File: src/rtl/afc_pkg.sv
`default_nettype none

package afc_pkg;

  // Planes tested per box, and planes held in the register file
  localparam int unsigned PLANE_COUNT = 6;
  localparam int unsigned MAX_PLANES  = 6;

  // Configuration port
  localparam int unsigned CFG_IDX_W  = 3;
  localparam int unsigned CFG_DATA_W = 64;

  // Register indexes: planes sit at 0 .. MAX_PLANES-1
  localparam logic [CFG_IDX_W-1:0] REG_SCENE_MASK = CFG_IDX_W'(MAX_PLANES);

  // Field widths
  localparam int unsigned CRD_W    = 16;  // signed Q11.4 coordinate
  localparam int unsigned HALF_W   = 15;  // unsigned Q11.4 half extent
  localparam int unsigned NRM_W    = 16;  // signed Q1.14 normal component
  localparam int unsigned DIST_W   = 16;  // signed Q11.4 distance
  localparam int unsigned FLAGS_W  = 32;
  localparam int unsigned HANDLE_W = 16;
  localparam int unsigned PLANE_W  = 64;
  localparam int unsigned NRM_FRAC = 14;

  // Internal arithmetic widths
  localparam int unsigned PV_W   = 18;           // positive vertex component
  localparam int unsigned PROD_W = PV_W + NRM_W; // one product term
  localparam int unsigned SUM_W  = PROD_W + 3;   // three terms plus distance

  // Stage enables shared by every plane lane
  typedef struct packed {
    logic s1;
    logic s2;
    logic s3;
  } afc_stage_en_t;

endpackage

`default_nettype wire

File: src/rtl/afc_plane_lane.sv
`default_nettype none

module afc_plane_lane (
  input  wire                                     clk_i,
  input  wire afc_pkg::afc_stage_en_t             en_i,
  input  wire logic signed [afc_pkg::CRD_W-1:0]   center_x_i,
  input  wire logic signed [afc_pkg::CRD_W-1:0]   center_y_i,
  input  wire logic signed [afc_pkg::CRD_W-1:0]   center_z_i,
  input  wire logic        [afc_pkg::HALF_W-1:0]  half_x_i,
  input  wire logic        [afc_pkg::HALF_W-1:0]  half_y_i,
  input  wire logic        [afc_pkg::HALF_W-1:0]  half_z_i,
  input  wire logic        [afc_pkg::PLANE_W-1:0] plane_i,
  output logic                                    reject_o
);

  logic signed [afc_pkg::NRM_W-1:0]  n_x, n_y, n_z;
  logic signed [afc_pkg::DIST_W-1:0] plane_d;

  logic signed [afc_pkg::PV_W-1:0]   pv_x_d, pv_y_d, pv_z_d;
  logic signed [afc_pkg::PV_W-1:0]   pv_x_q, pv_y_q, pv_z_q;
  logic signed [afc_pkg::PROD_W-1:0] prod_x_d, prod_y_d, prod_z_d;
  logic signed [afc_pkg::PROD_W-1:0] prod_x_q, prod_y_q, prod_z_q;
  logic signed [afc_pkg::SUM_W-1:0]  dist_ext;
  logic signed [afc_pkg::SUM_W-1:0]  sum;
  logic                              reject_d, reject_q;

  // Unpack the plane word
  assign n_x     = plane_i[15:0];
  assign n_y     = plane_i[31:16];
  assign n_z     = plane_i[47:32];
  assign plane_d = plane_i[63:48];

  // Stage 1: positive vertex, half extent takes the sign of the normal
  assign pv_x_d = n_x[afc_pkg::NRM_W-1]
      ? afc_pkg::PV_W'(center_x_i) - $signed(afc_pkg::PV_W'(half_x_i))
      : afc_pkg::PV_W'(center_x_i) + $signed(afc_pkg::PV_W'(half_x_i));
  assign pv_y_d = n_y[afc_pkg::NRM_W-1]
      ? afc_pkg::PV_W'(center_y_i) - $signed(afc_pkg::PV_W'(half_y_i))
      : afc_pkg::PV_W'(center_y_i) + $signed(afc_pkg::PV_W'(half_y_i));
  assign pv_z_d = n_z[afc_pkg::NRM_W-1]
      ? afc_pkg::PV_W'(center_z_i) - $signed(afc_pkg::PV_W'(half_z_i))
      : afc_pkg::PV_W'(center_z_i) + $signed(afc_pkg::PV_W'(half_z_i));

  always_ff @(posedge clk_i) begin
    if (en_i.s1) begin
      pv_x_q <= pv_x_d;
      pv_y_q <= pv_y_d;
      pv_z_q <= pv_z_d;
    end
  end

  // Stage 2: one product per axis
  assign prod_x_d = n_x * pv_x_q;
  assign prod_y_d = n_y * pv_y_q;
  assign prod_z_d = n_z * pv_z_q;

  always_ff @(posedge clk_i) begin
    if (en_i.s2) begin
      prod_x_q <= prod_x_d;
      prod_y_q <= prod_y_d;
      prod_z_q <= prod_z_d;
    end
  end

  // Stage 3: reject when dot + d * 2^14 is negative
  assign dist_ext = {{(afc_pkg::SUM_W - afc_pkg::DIST_W - afc_pkg::NRM_FRAC){plane_d[15]}},
                     plane_d, {afc_pkg::NRM_FRAC{1'b0}}};
  assign sum = afc_pkg::SUM_W'(prod_x_q) + afc_pkg::SUM_W'(prod_y_q)
             + afc_pkg::SUM_W'(prod_z_q) + dist_ext;
  assign reject_d = sum[afc_pkg::SUM_W-1];

  always_ff @(posedge clk_i) begin
    if (en_i.s3) begin
      reject_q <= reject_d;
    end
  end

  assign reject_o = reject_q;

endmodule

`default_nettype wire

File: config.mk
export PLATFORM = sky130hd
export DESIGN_NAME = afc_plane_lane
export DESIGN_NICKNAME = d
export VERILOG_FILES = /design/src/rtl/afc_pkg.sv /design/src/rtl/afc_plane_lane.sv
export SDC_FILE = /design/constraint.sdc
export NUM_CORES = 2
export LEC_CHECK = 0
export ABC_CLOCK_PERIOD_IN_PS = 6420
export BUFFER_PORTS_ARGS = -buffer_cell sky130_fd_sc_hd__buf_2
export CORE_UTILIZATION = 35
export CTS_BUF_LIST = sky130_fd_sc_hd__clkbuf_16
export DETAILED_ROUTE_END_ITERATION = 12
export PLACE_DENSITY = 0.58
export SYNTH_ARGS = -nofsm -noshare
export SYNTH_HDL_FRONTEND = slang
export SYNTH_SLANG_ARGS = --single-unit
export TNS_END_PERCENT = 20
File: constraint.sdc
create_clock -name clk_i -period 6.42 [get_ports clk_i]
set_input_delay 0.321 -clock clk_i [delete_from_list [all_inputs] [get_ports clk_i]]
set_output_delay 0.321 -clock clk_i [all_outputs]
set_load 0.005 [all_outputs]
==> results.md <==
- IO Pins: 162
- Hold Crit Start: center_y_i[1]
- Final period util: 97.1%
- Syn nets: 5,640
- Mapped Area: 0.0410 mm²
- Fmax: 160 MHz
- I/O Buffers: 161
- Crit path largest cell delay: 0.52 ns
- Clock buffer depth: 2
- Final worst setup slack: 0.189 ns
- Chip height: 344 µm
- Residual DRC count: 0
- Area of the multi-input gates: 0.0323 mm²
- Starting Density: 35.3%
- CTS tree: built
- Htree depth: 4
- DR WL/cell: 16.1 µm
- Detail Route Antenna Nets: 0
- Crit path top cell by count: fa_1
- Crit path max fanout: 5
- Final Critical Period: 6.23 ns
- Fin. max-slew vios: 0
- RSZ-0062 raised after global routing: yes
- Reg2reg start: pv_x_q[5]$_DFFE_PP_
- Layout Area Growth over Synthesis: 10.8%
- Most frequent cells in the layout: inv_1, fa_1, nand2_1
- Top FF cell, synth: edfxtp_1
- Post-synthesis sequential area ratio: 11.3%
- Area fraction of the dominant cell type after synthesis: 44.0%
- Nets@finish: 5,886
- Clock transition at the registers of the reported paths: 0.08 ns
- Total Routing Usage GR: 17.1%
- Worst r2r path cells: 20
- Crit end category: flip-flop
- Hold Crit Class: in -> reg
- CP cell instances: buf_4 > buf_4 > and2_1 > fa_1 > fa_1 > ha_1 > fa_1 > inv_1 > fa_1 > fa_1 > inv_1 > ha_1 > o21a_1 > o21ai_0 > nand2b_1 > a41oi_4 > o21ai_1 > o31a_1 > o311a_1 > a311o_1
- Hold Slack: 0.201 ns
- Initial antenna violation count: 3
- Async S/R FF share, synth: 0%
- Total CTS buffers: 17
- CTS root buf: clkbuf_16
- Crit path kind: reg -> reg
- Later-pin clock latency in the skew report: 0.49 ns
- Synth warn: 0
- Fillers: 11,548
- Worst Max-Slew Pin Slew: 0.941 ns
- Run status: finished, final reports clean
- Total Wirelength: 96.5 mm
- Vias/cell: 4.71
- GP Congestion: 0.862
- Syn Area/Cell: 9.69 µm²
- Worst endpoint required time: 6.64 ns
- Endpoints failing setup: 0
- Die width: 344 µm
- Number of synthesized register bits: 154
- First-pass GRT wire length: 160 mm
- Crit start category: flip-flop
- Core area: 0.116 mm²
- Number of global-route vias before repair: 29,930
- Place WS: -0.00172 ns
- Worst path slowest cell: fa_1
- Distinct cells, synth: 66
- Detailed Place HPWL: 82.7 mm
- Clock sinks: 154
- Commonest non-fill, non-tap cell in the layout: inv_1
- Post-synth EDFFs: 154
- Mapped Cells: 4,227
- Initial drt markers: 1,510
- Final clock skew: 0.0133 ns
- Initial DRT Pass Iterations: 5
- Die ar.: 0.118 mm²
- Yosys top cell by area: fa_1
- Largest net degree at the start of global routing: 73
- Max-Cap Viols: 0
- Routed via count: 28,316
- Ant diodes: 0
- Total grt overflow: 0
- Worst rel slew slack: 37.3%
- Crit path launch: pv_x_q[5]$_DFFE_PP_
- Hold Fails Final Rpt: 0
- Layout cells sized above 1: 9.50%
- # rows: 125
- Hold Crit Depth: 2
- Arrival @ worst endpoint: 6.46 ns
- Area contributors post-synth: fa_1, edfxtp_1, ha_1, inv_1, and2_1
- Reg area: 0.00462 mm²
[per-layer routing]
layer / wire (µm) / share of wire (%) / GRT usage, %
met1: 45400 / 47 / 24.5
met2: 45900 / 48 / 28.0
met3: 4100 / 4.2 / 2.19
met4: 1030 / 1.1 / 2.88
met5: 40 / 0.041 / 0
[stage by stage]
step | TNS [ns] | std cells | cell area (µm²) | util [%]
CTS | 0 | 5975 | 45000 | 38.8
floorplan | 0 | 4227 | 41000 | -
detailed placement | -0.00213 | 5934 | 44300 | 38.2
global placement | 0 | 5934 | 44300 | 38.2
finish | 0 | 6010 | 45400 | 39.1
global route | -0.103 | 6010 | 45400 | 39.1
[state kept, by name, summed over array words and instances (netlist names)]
register	cells
prod_y_q	34
prod_z_q	34
pv_x_q	17
prod_x_q	34
reject_o	1
pv_z_q	17
pv_y_q	17
[logic make-up after synthesis]
group	count (synthesis)	share of synthesized area [%]
fa+ha+maj	1252	54.7
simple gates	1160	14.0
buf+inv	1104	10.1
compound gates	376	6.03
xor+xnor	176	3.76
flops	154	11.3
mux	5	0.122
[worst max-delay path: cells and delay by family (launching register included)]
family          cells  cell delay, ns
compound gates      7            1.80
flops               1            0.46
fa+ha+maj           7            3.02
buf+inv             4            0.43
simple gates        2            0.26
[Yosys cell counts, types with 21 or more instances]
master    count
fa_1        900
nand2b_1     27
o21ai_0      60
clkbuf_1    120
and2_1      385
edfxtp_1    154
nor2_1      137
nor3_1       46
nand3_1      33
nand2_1     448
xor2_1       32
o21a_1       21
ha_1        352
a21o_1       55
a21oi_1     120
inv_1       978
xnor2_1     144
[worst paths after layout]
kind	to	slack (ns)
worst min-delay path	pv_y_q[1]$_DFFE_PP_	0.20
worst min register to register	prod_x_q[0]$_DFFE_PP_	0.88
worst max register to register	prod_x_q[27]$_DFFE_PP_	0.19
worst max-delay path	prod_x_q[27]$_DFFE_PP_	0.19
[area by class of cell]
| class | instances | area share [%] |
|---|---|---|
| repair buffers | 352 | 5.03 |
| inverters | 979 | 8.10 |
| clock buffers | 17 | 0.937 |
| well taps | 1524 | 4.20 |
| multi-input cells | 2969 | 71.2 |
| clock inverters | 15 | 0.314 |
| flip-flops and latches | 154 | 10.2 |
[what timing repair did]
item                                    4_1_cts  5_1_grt
pin swaps                                     0       10
endpoints found under the setup margin        4       31
setup buffers                                 8       35
resized for setup                             1       32
hold buffers                                  1        0
hold endpoints to repair                      1        0
Power is left out: the tool's default activity adds up to more than one toggle a clock period on the data nets, which glitch-free logic cannot reach.
